<file path="src/rtl/core/egm_pkg.sv">
// Shared constants, register map and sequencer states of the ElGamal encryption core.
package egm_pkg;

  localparam int unsigned WORD_BITS_DEF = 32;

  localparam int unsigned MODULUS_P_RST   = 23;
  localparam int unsigned GENERATOR_G_RST = 5;
  localparam int unsigned PUBLIC_Y_RST    = 1;

  typedef logic [1:0] egm_reg_idx_t;

  localparam egm_reg_idx_t REG_MODULUS_P   = 2'd0;
  localparam egm_reg_idx_t REG_GENERATOR_G = 2'd1;
  localparam egm_reg_idx_t REG_PUBLIC_Y    = 2'd2;

  typedef enum logic [2:0] {
    ST_IDLE,
    ST_REDUCE,
    ST_REDUCE_M,
    ST_MUL,
    ST_SQR,
    ST_FINAL
  } egm_state_e;

endpackage

</file>
<file path="src/rtl/core/elgamal_encrypt_modexp_core.sv">
// ElGamal encryption core: key registers, exponentiation sequencer and two serial multipliers.
//
// Usage: write the public key (modulus_p at 0x0, generator_g at 0x4, public_y at 0x8)
// through the APB port while the core is idle. Start a transaction by raising start
// with plaintext_i and ephemeral_k_i while busy is low; the inputs are taken at that edge.
// The core returns c1 = g^k mod p and c2 = m * y^k mod p on cipher_c1_o / cipher_c2_o,
// marked by valid_o for exactly one cycle; the receiver cannot stall, so no result waits.
// The sequencer reduces g and y mod p, then m, then walks k from its low bit, squaring
// between bits, and ends with the product m * y^k. Each modular product runs in a
// bit-serial multiplier; the g and y chains run in lockstep on two multipliers, and the
// ones of k add one multiply step each. One transaction is in flight at a time; busy
// stays high until the cycle of valid_o. A modulus below 2 returns zeros in the cycle
// after accept.
// Reset: key registers return to p = 23, g = 5, y = 1; the sequencer goes idle and any
// transaction in flight is dropped.
module elgamal_encrypt_modexp_core import egm_pkg::*; #(
  parameter  int unsigned WORD_BITS = WORD_BITS_DEF,
  localparam int unsigned DATA_W    = (WORD_BITS > 32) ? 64 : 32,
  localparam int unsigned ALIGN     = (WORD_BITS > 32) ? 3 : 2,
  localparam int unsigned ADDR_W    = ALIGN + 2
) (
  input  logic                 clk_i,
  input  logic                 rst_ni,
  input  logic                 psel,
  input  logic                 penable,
  input  logic                 pwrite,
  input  logic [ADDR_W-1:0]    paddr,
  input  logic [DATA_W-1:0]    pwdata,
  output logic [DATA_W-1:0]    prdata,
  output logic                 pready,
  input  logic                 start,
  output logic                 busy,
  input  logic [WORD_BITS-1:0] plaintext_i,
  input  logic [WORD_BITS-1:0] ephemeral_k_i,
  output logic                 valid_o,
  output logic [WORD_BITS-1:0] cipher_c1_o,
  output logic [WORD_BITS-1:0] cipher_c2_o
);

  localparam int unsigned BW = $clog2(WORD_BITS);
  localparam logic [WORD_BITS-1:0] ONE = WORD_BITS'(1);

  logic [WORD_BITS-1:0] p_q, g_q, y_q;
  egm_reg_idx_t         reg_idx;
  logic                 cfg_wr;

  egm_state_e           state_q, state_d;
  logic                 go_q, launch;
  logic [WORD_BITS-1:0] k_q, k_d, m_q, m_d;
  logic [BW-1:0]        bit_q, bit_d;
  logic [WORD_BITS-1:0] accg_q, accg_d, sqg_q, sqg_d;
  logic [WORD_BITS-1:0] accy_q, accy_d, sqy_q, sqy_d;
  logic [WORD_BITS-1:0] mr_q, mr_d;
  logic [WORD_BITS-1:0] c1_q, c1_d, c2_q, c2_d;
  logic                 valid_q, valid_d;
  logic                 last_bit, next_last, p_small;

  logic                 start_a, start_b, done_a, done_b;
  logic [WORD_BITS-1:0] a_a, b_a, a_b, b_b, r_a, r_b;

  assign reg_idx = paddr[ADDR_W-1:ALIGN];
  assign cfg_wr  = psel && penable && pwrite && pready;
  assign pready  = 1'b1;

  always_ff @(posedge clk_i or negedge rst_ni) begin
    if (!rst_ni) begin
      p_q <= WORD_BITS'(MODULUS_P_RST);
      g_q <= WORD_BITS'(GENERATOR_G_RST);
      y_q <= WORD_BITS'(PUBLIC_Y_RST);
    end else if (cfg_wr) begin
      case (reg_idx)
        REG_MODULUS_P:   p_q <= pwdata[WORD_BITS-1:0];
        REG_GENERATOR_G: g_q <= pwdata[WORD_BITS-1:0];
        REG_PUBLIC_Y:    y_q <= pwdata[WORD_BITS-1:0];
        default: ;
      endcase
    end
  end

  always_comb begin
    case (reg_idx)
      REG_MODULUS_P:   prdata = DATA_W'(p_q);
      REG_GENERATOR_G: prdata = DATA_W'(g_q);
      REG_PUBLIC_Y:    prdata = DATA_W'(y_q);
      default:         prdata = '0;
    endcase
  end

  assign last_bit  = (bit_q == BW'(WORD_BITS - 1));
  assign next_last = (bit_q == BW'(WORD_BITS - 2));
  assign p_small   = (p_q < WORD_BITS'(2));

  always_comb begin
    state_d = state_q;
    launch  = 1'b0;
    k_d     = k_q;
    m_d     = m_q;
    bit_d   = bit_q;
    accg_d  = accg_q;
    sqg_d   = sqg_q;
    accy_d  = accy_q;
    sqy_d   = sqy_q;
    mr_d    = mr_q;
    c1_d    = c1_q;
    c2_d    = c2_q;
    valid_d = 1'b0;
    case (state_q)
      ST_IDLE: begin
        if (start) begin
          if (p_small) begin
            c1_d    = '0;
            c2_d    = '0;
            valid_d = 1'b1;
          end else begin
            k_d     = ephemeral_k_i;
            m_d     = plaintext_i;
            bit_d   = '0;
            state_d = ST_REDUCE;
            launch  = 1'b1;
          end
        end
      end
      ST_REDUCE: begin
        if (done_a) begin
          sqg_d   = r_a;
          sqy_d   = r_b;
          accg_d  = ONE;
          accy_d  = ONE;
          state_d = ST_REDUCE_M;
          launch  = 1'b1;
        end
      end
      ST_REDUCE_M: begin
        if (done_a) begin
          mr_d   = r_a;
          launch = 1'b1;
          if (k_q[0]) begin
            state_d = ST_MUL;
          end else begin
            state_d = last_bit ? ST_FINAL : ST_SQR;
          end
        end
      end
      ST_MUL: begin
        if (done_a) begin
          accg_d  = r_a;
          accy_d  = r_b;
          launch  = 1'b1;
          state_d = last_bit ? ST_FINAL : ST_SQR;
        end
      end
      ST_SQR: begin
        if (done_a) begin
          sqg_d  = r_a;
          sqy_d  = r_b;
          k_d    = {1'b0, k_q[WORD_BITS-1:1]};
          bit_d  = bit_q + BW'(1);
          launch = 1'b1;
          if (k_q[1]) begin
            state_d = ST_MUL;
          end else begin
            state_d = next_last ? ST_FINAL : ST_SQR;
          end
        end
      end
      ST_FINAL: begin
        if (done_b) begin
          c1_d    = accg_q;
          c2_d    = r_b;
          valid_d = 1'b1;
          state_d = ST_IDLE;
        end
      end
      default: state_d = ST_IDLE;
    endcase
  end

  always_comb begin
    a_a = '0;
    b_a = '0;
    a_b = '0;
    b_b = '0;
    case (state_q)
      ST_REDUCE: begin
        a_a = ONE;
        b_a = g_q;
        a_b = ONE;
        b_b = y_q;
      end
      ST_REDUCE_M: begin
        a_a = ONE;
        b_a = m_q;
      end
      ST_MUL: begin
        a_a = accg_q;
        b_a = sqg_q;
        a_b = accy_q;
        b_b = sqy_q;
      end
      ST_SQR: begin
        a_a = sqg_q;
        b_a = sqg_q;
        a_b = sqy_q;
        b_b = sqy_q;
      end
      ST_FINAL: begin
        a_b = mr_q;
        b_b = accy_q;
      end
      default: ;
    endcase
  end

  assign start_a = go_q && (state_q == ST_REDUCE || state_q == ST_REDUCE_M ||
                            state_q == ST_MUL || state_q == ST_SQR);
  assign start_b = go_q && (state_q == ST_REDUCE || state_q == ST_MUL ||
                            state_q == ST_SQR || state_q == ST_FINAL);

  egm_modmul #(
    .WORD_BITS(WORD_BITS)
  ) u_mul_g (
    .clk_i  (clk_i),
    .rst_ni (rst_ni),
    .start_i(start_a),
    .a_i    (a_a),
    .b_i    (b_a),
    .m_i    (p_q),
    .done_o (done_a),
    .r_o    (r_a)
  );

  egm_modmul #(
    .WORD_BITS(WORD_BITS)
  ) u_mul_y (
    .clk_i  (clk_i),
    .rst_ni (rst_ni),
    .start_i(start_b),
    .a_i    (a_b),
    .b_i    (b_b),
    .m_i    (p_q),
    .done_o (done_b),
    .r_o    (r_b)
  );

  always_ff @(posedge clk_i or negedge rst_ni) begin
    if (!rst_ni) begin
      state_q <= ST_IDLE;
      go_q    <= 1'b0;
      valid_q <= 1'b0;
      bit_q   <= '0;
    end else begin
      state_q <= state_d;
      go_q    <= launch;
      valid_q <= valid_d;
      bit_q   <= bit_d;
    end
  end

  always_ff @(posedge clk_i) begin
    k_q    <= k_d;
    m_q    <= m_d;
    accg_q <= accg_d;
    sqg_q  <= sqg_d;
    accy_q <= accy_d;
    sqy_q  <= sqy_d;
    mr_q   <= mr_d;
    c1_q   <= c1_d;
    c2_q   <= c2_d;
  end

  assign busy        = (state_q != ST_IDLE);
  assign valid_o     = valid_q;
  assign cipher_c1_o = c1_q;
  assign cipher_c2_o = c2_q;

endmodule

</file>
<file path="src/rtl/core/egm_modmul.sv">
// Bit-serial modular multiplier: r = a * b mod m, one bit of b per cycle, top bit first.
module egm_modmul import egm_pkg::*; #(
  parameter int unsigned WORD_BITS = WORD_BITS_DEF
) (
  input  logic                 clk_i,
  input  logic                 rst_ni,
  input  logic                 start_i,
  input  logic [WORD_BITS-1:0] a_i,
  input  logic [WORD_BITS-1:0] b_i,
  input  logic [WORD_BITS-1:0] m_i,
  output logic                 done_o,
  output logic [WORD_BITS-1:0] r_o
);

  localparam int unsigned CW = $clog2(WORD_BITS);

  logic                 busy_q, busy_d;
  logic                 done_q, done_d;
  logic [CW-1:0]        cnt_q, cnt_d;
  logic [WORD_BITS-1:0] r_q, r_d;
  logic [WORD_BITS-1:0] b_q, b_d;

  logic [WORD_BITS:0]   dbl, dbl_sub, sum, sum_sub, m_ext;
  logic [WORD_BITS-1:0] dbl_red, sum_red;

  always_comb begin
    m_ext   = {1'b0, m_i};
    dbl     = {r_q, 1'b0};
    dbl_sub = dbl - m_ext;
    dbl_red = (dbl >= m_ext) ? dbl_sub[WORD_BITS-1:0] : dbl[WORD_BITS-1:0];
    sum     = {1'b0, dbl_red} + {1'b0, a_i};
    sum_sub = sum - m_ext;
    sum_red = (sum >= m_ext) ? sum_sub[WORD_BITS-1:0] : sum[WORD_BITS-1:0];
  end

  always_comb begin
    busy_d = busy_q;
    done_d = 1'b0;
    cnt_d  = cnt_q;
    r_d    = r_q;
    b_d    = b_q;
    if (start_i) begin
      r_d    = '0;
      b_d    = b_i;
      cnt_d  = CW'(WORD_BITS - 1);
      busy_d = 1'b1;
    end else if (busy_q) begin
      r_d = b_q[WORD_BITS-1] ? sum_red : dbl_red;
      b_d = {b_q[WORD_BITS-2:0], 1'b0};
      if (cnt_q == '0) begin
        busy_d = 1'b0;
        done_d = 1'b1;
      end else begin
        cnt_d = cnt_q - CW'(1);
      end
    end
  end

  always_ff @(posedge clk_i or negedge rst_ni) begin
    if (!rst_ni) begin
      busy_q <= 1'b0;
      done_q <= 1'b0;
      cnt_q  <= '0;
    end else begin
      busy_q <= busy_d;
      done_q <= done_d;
      cnt_q  <= cnt_d;
    end
  end

  always_ff @(posedge clk_i) begin
    r_q <= r_d;
    b_q <= b_d;
  end

  assign done_o = done_q;
  assign r_o    = r_q;

endmodule

</file>
<file path="config.mk">
export PLATFORM = sky130hd
export DESIGN_NAME = elgamal_encrypt_modexp_core
export DESIGN_NICKNAME = d
export VERILOG_FILES = /design/src/rtl/core/egm_pkg.sv /design/src/rtl/core/elgamal_encrypt_modexp_core.sv /design/src/rtl/core/egm_modmul.sv
export SDC_FILE = /design/constraint.sdc
export NUM_CORES = 1
export LEC_CHECK = 0
export ABC_CLOCK_PERIOD_IN_PS = 16590
export BUFFER_PORTS_ARGS = -buffer_cell sky130_fd_sc_hd__buf_2
export CAP_MARGIN = 20
export CELL_PAD_IN_SITES_DETAIL_PLACEMENT = 0
export CELL_PAD_IN_SITES_GLOBAL_PLACEMENT = 1
export CORE_AREA = 2 2 260 262
export DETAILED_ROUTE_END_ITERATION = 10
export DIE_AREA = 0 0 262 264
export HOLD_SLACK_MARGIN = 0.12
export PLACE_DENSITY = 0.91
export SYNTH_ARGS = -nofsm -noshare
export SYNTH_HDL_FRONTEND = slang
export SYNTH_SLANG_ARGS = --single-unit
</file>
<file path="constraint.sdc">
create_clock -name clk_i -period 16.59 [get_ports clk_i]
set_input_delay 1.659 -clock clk_i [delete_from_list [all_inputs] [get_ports clk_i]]
set_output_delay 1.659 -clock clk_i [all_outputs]
set_load 0.02 [all_outputs]
</file>
---- Yosys cells after proc, flatten, opt, wreduce, memory -nomap -nowiden ----
Index checks and enable logic that the tools add are counted.
storage, ports and cells
  bits in registers ....................... 536
  output and inout bits ................... 99
  word-level logic and storage cells ...... 168
cells by class
  add/sub/neg operators ................... 9
  order comparisons ....................... 5
  equality and inequality tests ........... 19
  muxes and demuxes ....................... 72
  bitwise operators ....................... 1
  reduce and logical (&&, ||, !) cells .... 36
operators by type and width
  cell                 number
  $mux 32              20
  $pmux 32 s3          4
  $pmux 32 s2          5
  $ge 33x32->1         4
  $pmux 32 s4          1
  $sub 32x32->32       4
  $add 32x32->33       2
  $mux 5               9
  $lt 32x2->1 const B  1
  $mux 3               9
  $mux 1               20
  $pmux 3 s6           1
  $reduce_and 2->1     7
  $eq 5x5->1 const B   2
  $logic_not 5->1      2
  $ne 2x1->1 const B   5
  $ne 2x2->1 const B   5
  $pmux 5 s2           1
  $reduce_bool 2->1    5
  $sub 5x1->5 const B  2
  $reduce_and 4->1     2
  $reduce_and 7->1     1
  $eq 3x2->1 const B   2
  $eq 3x3->1 const B   2
  other kinds (14)     26

---- Depth between registers and ports, before layout ----
  word-level depth ........................ 7
  mapped depth ............................ 36
  gate-level depth less buffers ........... 32

---- By module ----
A second synthesis with hierarchy kept.
unflattened totals
  cells, all modules ...................... 3551
  area total of the unflattened synthesis .. 35270.1 um^2
by module, submodules not included
  module                       times used  cells an instance  area each (um^2)  sequential area each (um^2)
  elgamal_encrypt_modexp_core  1           1373               17854.6           11309.6
  egm_modmul (u_mul_y)         1           1113               8765.9            1776.7
  egm_modmul (u_mul_g)         1           1065               8649.5            1776.7

---- Worst setup path after synthesis ----
No wires, ideal clock.
  path kind ............................... flip-flop to flip-flop
  start point ............................. reg p_q[1]
  end point ............................... reg u_mul_y.r_q[14], in the netlist u_mul_y.r_o[14]
  setup time .............................. 117 ps
  arrival ................................. 7464 ps
  data required time ...................... 16473 ps
  setup slack ............................. 9009 ps
  stages on the path, launching flop included .. 33
  path buffers ............................ 2
  clock period less this slack ............ 7581 ps
  cell sequence ........................... dfstp_2 inv_1 ha_1 nor2b_1 o211a_1 o21ai_0 o31ai_1 a2111o_1 a31oi_4 a21oi_2 buf_6 buf_2 and2_1 ha_1 inv_1 fa_1 nand2b_1 a211o_1 a211oi_1 o21ba_2 o2111ai_1 a311oi_1 xnor2_1 ha_1 nand3_1 or3_1 or4_1 nand4_1 a31oi_4 nand2_2 mux2_2 mux2_2 a22o_1
between the ends
  cells in the longest elaborated chain, start to end .. 6
  elaborated cells on any way between the ends .. 8
  classes of those cells .................. 3 x add/sub; 2 x order compare; 3 x mux
RTL lines
  item                                            line                                text
  start: declaration                              elgamal_encrypt_modexp_core.sv:43   logic [WORD_BITS-1:0] p_q, g_q, y_q;
  start signal: assignment                        elgamal_encrypt_modexp_core.sv:67   p_q <= WORD_BITS'(MODULUS_P_RST);
  start signal: assignment                        elgamal_encrypt_modexp_core.sv:72   REG_MODULUS_P: p_q <= pwdata[WORD_BITS-1:0];
  $sub 32x32->32 or $ge 33x32->1 (tied branches)  egm_modmul.sv:29, egm_modmul.sv:30
  $mux 32                                         egm_modmul.sv:30                    dbl_red = (dbl >= m_ext) ? dbl_sub[WORD_BITS-1:0] : dbl[WORD_BITS-1:0];
  $add 32x32->33                                  egm_modmul.sv:31                    sum = {1'b0, dbl_red} + {1'b0, a_i};
  $sub 32x32->32 or $ge 33x32->1 (tied branches)  egm_modmul.sv:32, egm_modmul.sv:33
  $mux 32                                         egm_modmul.sv:33                    sum_red = (sum >= m_ext) ? sum_sub[WORD_BITS-1:0] : sum[WORD_BITS-1:0];
  $mux 32 (*)                                     egm_modmul.sv:48                    r_d = b_q[WORD_BITS-1] ? sum_red : dbl_red;
  end signal: assignment                          egm_modmul.sv:72                    r_q <= r_d;
  end: declaration                                egm_modmul.sv:20                    logic [WORD_BITS-1:0] r_q, r_d;
Mark *: on every way between the ends. The rest lies on a longest branch, timed or not.
A chain may end at the register's enable or synchronous reset.

---- Worst setup path in the final report ----
  start point ............................. reg p_q[28]
  end point ............................... reg u_mul_g.r_q[25], in the netlist u_mul_g.r_o[25]
between the ends
  cells in the longest elaborated chain, start to end .. 6
  elaborated cells on any way between the ends .. 8
  classes of those cells .................. 3 x add/sub; 2 x order compare; 3 x mux
RTL lines
  item                                            line
  $ge 33x32->1 or $sub 32x32->32 (tied branches)  egm_modmul.sv:30, egm_modmul.sv:29
  $mux 32                                         egm_modmul.sv:30
  $add 32x32->33                                  egm_modmul.sv:31
  $sub 32x32->32 or $ge 33x32->1 (tied branches)  egm_modmul.sv:32, egm_modmul.sv:33
  $mux 32                                         egm_modmul.sv:33
  $mux 32 (*)                                     egm_modmul.sv:48
  end signal: assignment                          egm_modmul.sv:72
  end: declaration                                egm_modmul.sv:20
Marked as above.

==> impl_metrics.json <==
{
  "setup_viol": 0,
  "h-tree-depth": 2,
  "critical_path.max_fanout": 44,
  "numCtsBuffers": 59,
  "synth_cells": 3569,
  "via_per_inst": 6.34,
  "rsz0062_at_grt": "false",
  "clock_latency_ns": 0.63,
  "drtIter0Drc": 3529,
  "ys_seq_area_share_pct": 42.7,
  "cts-root-buf": "clkbuf_16",
  "syn-cell-area_sq_um": 34800,
  "maxSlewViolCount": 0,
  "r2r_end": "u_mul_g.r_o[25]",
  "fillers": 5804,
  "slew_headroom_pct": 27.3,
  "hp-class": "reg2reg",
  "cpPeakStageDelay_ns": 0.93,
  "coreArea_sq_um": 66600,
  "row_count": 95,
  "timing.final.crit_period_ns": 10.20,
  "die_width_um": 262,
  "critPathArrivalTime_ns": 10.72,
  "rrSetupSlack_ns": 6.39,
  "min_to": "u_mul_y.cnt_q[4]",
  "start_util_pct": 52.3,
  "syn-num-nets": 3880,
  "grt_max_degree": 71,
  "r2r_cells": 31,
  "crit_type": "reg2reg",
  "crit_required_ns": 17.11,
  "skew_ns": 0.0156,
  "tns_ns": 0,
  "min_from": "u_mul_y.cnt_q[4]",
  "ant_nets": 0,
  "syn_avg_cell_area_sq_um": 9.75,
  "clock-sinks": 536,
  "synth_seq_cells": 536,
  "numPortBuffers": 201,
  "fmax_mhz": 98.0,
  "route.detailed.drc": 0,
  "syn2layout_area_growth_pct": 10.3,
  "post_cts_buffers": 0,
  "hold_viol_final": 0,
  "grt_pass1_wl_mm": 167,
  "fin_nets": 3987,
  "hold-path-cell-count": 2,
  "outcome": "complete, no violations",
  "wirelength_mm": 112,
  "gp_congestion": 0.976,
  "cts_hold_buf": 0,
  "async_flop_share_pct": 22.4,
  "fin_crit_sh_pct": 61.5,
  "clk_pin_slew_ns": 0.06,
  "cts_tree": "done",
  "via_count": 29100,
  "antenna_found_initial": 7,
  "clk_path_buf_depth": 3,
  "drv_cap": 0,
  "grt_usage_pct": 31.7,
  "worst_path_most_repeated_cell": "ha_1",
  "cp-end-kind": "flip-flop",
  "drive_above_1_share_pct": 14.8,
  "overflow": 0,
  "routedWlPerCell_um": 24.3,
  "pin_count": 205,
  "dpl.hpwl_mm": 83.1,
  "yosys_most_used_dff": "edfxtp_1",
  "dieArea_sq_um": 69200,
  "grt_pass1_vias": 27200,
  "synth-edff-count": 352,
  "critPathSlowestCell": "a2111oi_0",
  "dr.pass1.iters": 6,
  "synthDistinctLibCells": 94,
  "start_kind": "flip-flop",
  "ys_warn_count": 0,
  "crit_family": "compound AO/OA/AOI/OAI gates",
  "regToRegStartpoint": "p_q[28]",
  "cts_resized": 0,
  "critical_path_buf_inv_count": 4,
  "die_h_um": 264,
  "worst_slew_pin_slew_ns": 1.09
}
routing by layer:
layer	vias to the layer above	routed length, um	track usage [%]
met5	-	41	0
met4	6	4890	12.3
met3	233	9480	5.69
met2	1392	49900	48.8
met1	14000	47400	44.3
li1	13500	-	-
worst register-to-register path, delay by kind of cell (launching register included):
| family | cells | cell delay [ns] |
|---|---|---|
| xor gates and xnor gates | 1 | 0.19 |
| muxes | 2 | 0.82 |
| and+or+nand+nor | 9 | 2.82 |
| AOI/OAI and AO/OA | 12 | 3.46 |
| buffers and inverters | 4 | 1.14 |
| adders and majority gates | 3 | 1.15 |
| DFF | 1 | 0.51 |
cells in the final DEF, fill, tap and decap left out, types with 64 or more instances in the layout:
| master | Yosys | routed |
|---|---|---|
| xnor2_1 | 114 | 114 |
| nor2_1 | 243 | 237 |
| o21ai_0 | 288 | 288 |
| dfrtp_1 | 113 | 110 |
| and3_1 | 94 | 94 |
| a21oi_1 | 293 | 292 |
| nand2_1 | 339 | 339 |
| ha_1 | 199 | 199 |
| mux2_2 | 151 | 151 |
| dfxtp_1 | 64 | 64 |
| edfxtp_1 | 352 | 352 |
| inv_1 | 104 | 103 |
| buf_2 | 13 | 200 |
| a21o_1 | 85 | 85 |
| mux2i_1 | 128 | 128 |
| and2_1 | 82 | 79 |
layout make-up:
cell class	count	area (sq um)	share of cell area [%]
Multi-Input combinational cell	2732	18800	49.0
Clock inverter	28	219	0.570
Antenna cell	1	2.50	0.00652
Sequential cell	536	14900	38.7
Timing Repair Buffer	241	1340	3.48
Tap cell	873	1090	2.85
Inverter	106	398	1.04
Clock buffer	83	1660	4.32
Yosys cell counts, types with 12 or more instances:
library cell / n / area, sq um
o21a_1: 27 / 203
a31o_2: 16 / 140
nor2_1: 243 / 912
o31ai_1: 12 / 90.1
a221oi_1: 37 / 324
xnor2_1: 114 / 998
nor3_1: 30 / 150
a21o_1: 85 / 638
ha_1: 199 / 2490
nand3_1: 63 / 315
dfrtp_1: 113 / 2830
dfxtp_1: 64 / 1280
o22ai_1: 13 / 81.3
nand2b_1: 31 / 194
mux2i_1: 128 / 1280
nand2_1: 339 / 1270
mux2_2: 151 / 1700
a22o_1: 39 / 342
or3_1: 17 / 106
a211oi_1: 41 / 308
nor4_1: 15 / 93.8
and3_1: 94 / 588
a31oi_1: 30 / 188
buf_2: 13 / 65.1
clkbuf_1: 153 / 574
nand4_1: 31 / 194
buf_1: 20 / 75.1
edfxtp_1: 352 / 10600
a21oi_1: 293 / 1470
and2_1: 82 / 513
inv_1: 104 / 390
or2_2: 12 / 75.1
xor2_1: 62 / 543
o21ai_0: 288 / 1440
nor2b_1: 27 / 169
o211ai_1: 31 / 233
o21bai_1: 19 / 143
worst max-delay path by stage:
stage	slack, ns	start	cells past startpoint	end
2_1_floorplan	9.01	p_q[1]	32	u_mul_y.r_o[14]
3_3_place_gp	6.98	p_q[1]	32	u_mul_y.r_o[5]
3_5_place_dp	6.88	p_q[1]	32	u_mul_y.r_o[5]
4_1_cts	6.83	p_q[1]	32	u_mul_y.r_o[5]
5_1_grt	6.19	p_q[28]	31	u_mul_g.r_o[25]
6_report	6.39	p_q[28]	31	u_mul_g.r_o[25]
cells by family (layout without fill, tap and decap cells):
group | after synthesis | in the layout | synth area share [%]
xor+xnor | 176 | 176 | 4.43
compound gates | 1052 | 1052 | 19.2
buf+inv | 301 | 458 | 3.46
flops | 536 | 536 | 42.7
simple gates | 1018 | 1018 | 14.1
other cells | 1 | 2 | 0.0108
mux | 280 | 280 | 8.61
fa+ha+maj | 205 | 205 | 7.50
stage by stage:
stage               hold WS, ns  setup slack (ns)  cell area (sq um)  std cells  utilization, %
floorplan                 0.448              9.01              34800       3569               -
global placement          0.504              6.98              36500       4486            54.8
detailed placement        0.502              6.88              36500       4486            54.8
CTS                       0.527              6.83              38300       4597            57.6
global route              0.529              6.19              38400       4599            57.7
finish                    0.524              6.39              38400       4600            57.7
registers in the layout, indices dropped and copies added (netlist names), 3 cells and up:
signal,cells
accg_q,32
accy_q,32
bit_q,5
cipher_c1_o,32
cipher_c2_o,32
g_q,32
k_q,32
m_q,32
mr_q,32
p_q,32
sqg_q,32
sqy_q,32
state_q,3
u_mul_g.b_q,32
u_mul_g.cnt_q,5
u_mul_g.r_o,32
u_mul_y.b_q,32
u_mul_y.cnt_q,5
u_mul_y.r_o,32
y_q,32
Power is left out: the tool's default activity adds up to more than one toggle a clock period on the data nets, which glitch-free logic cannot reach.
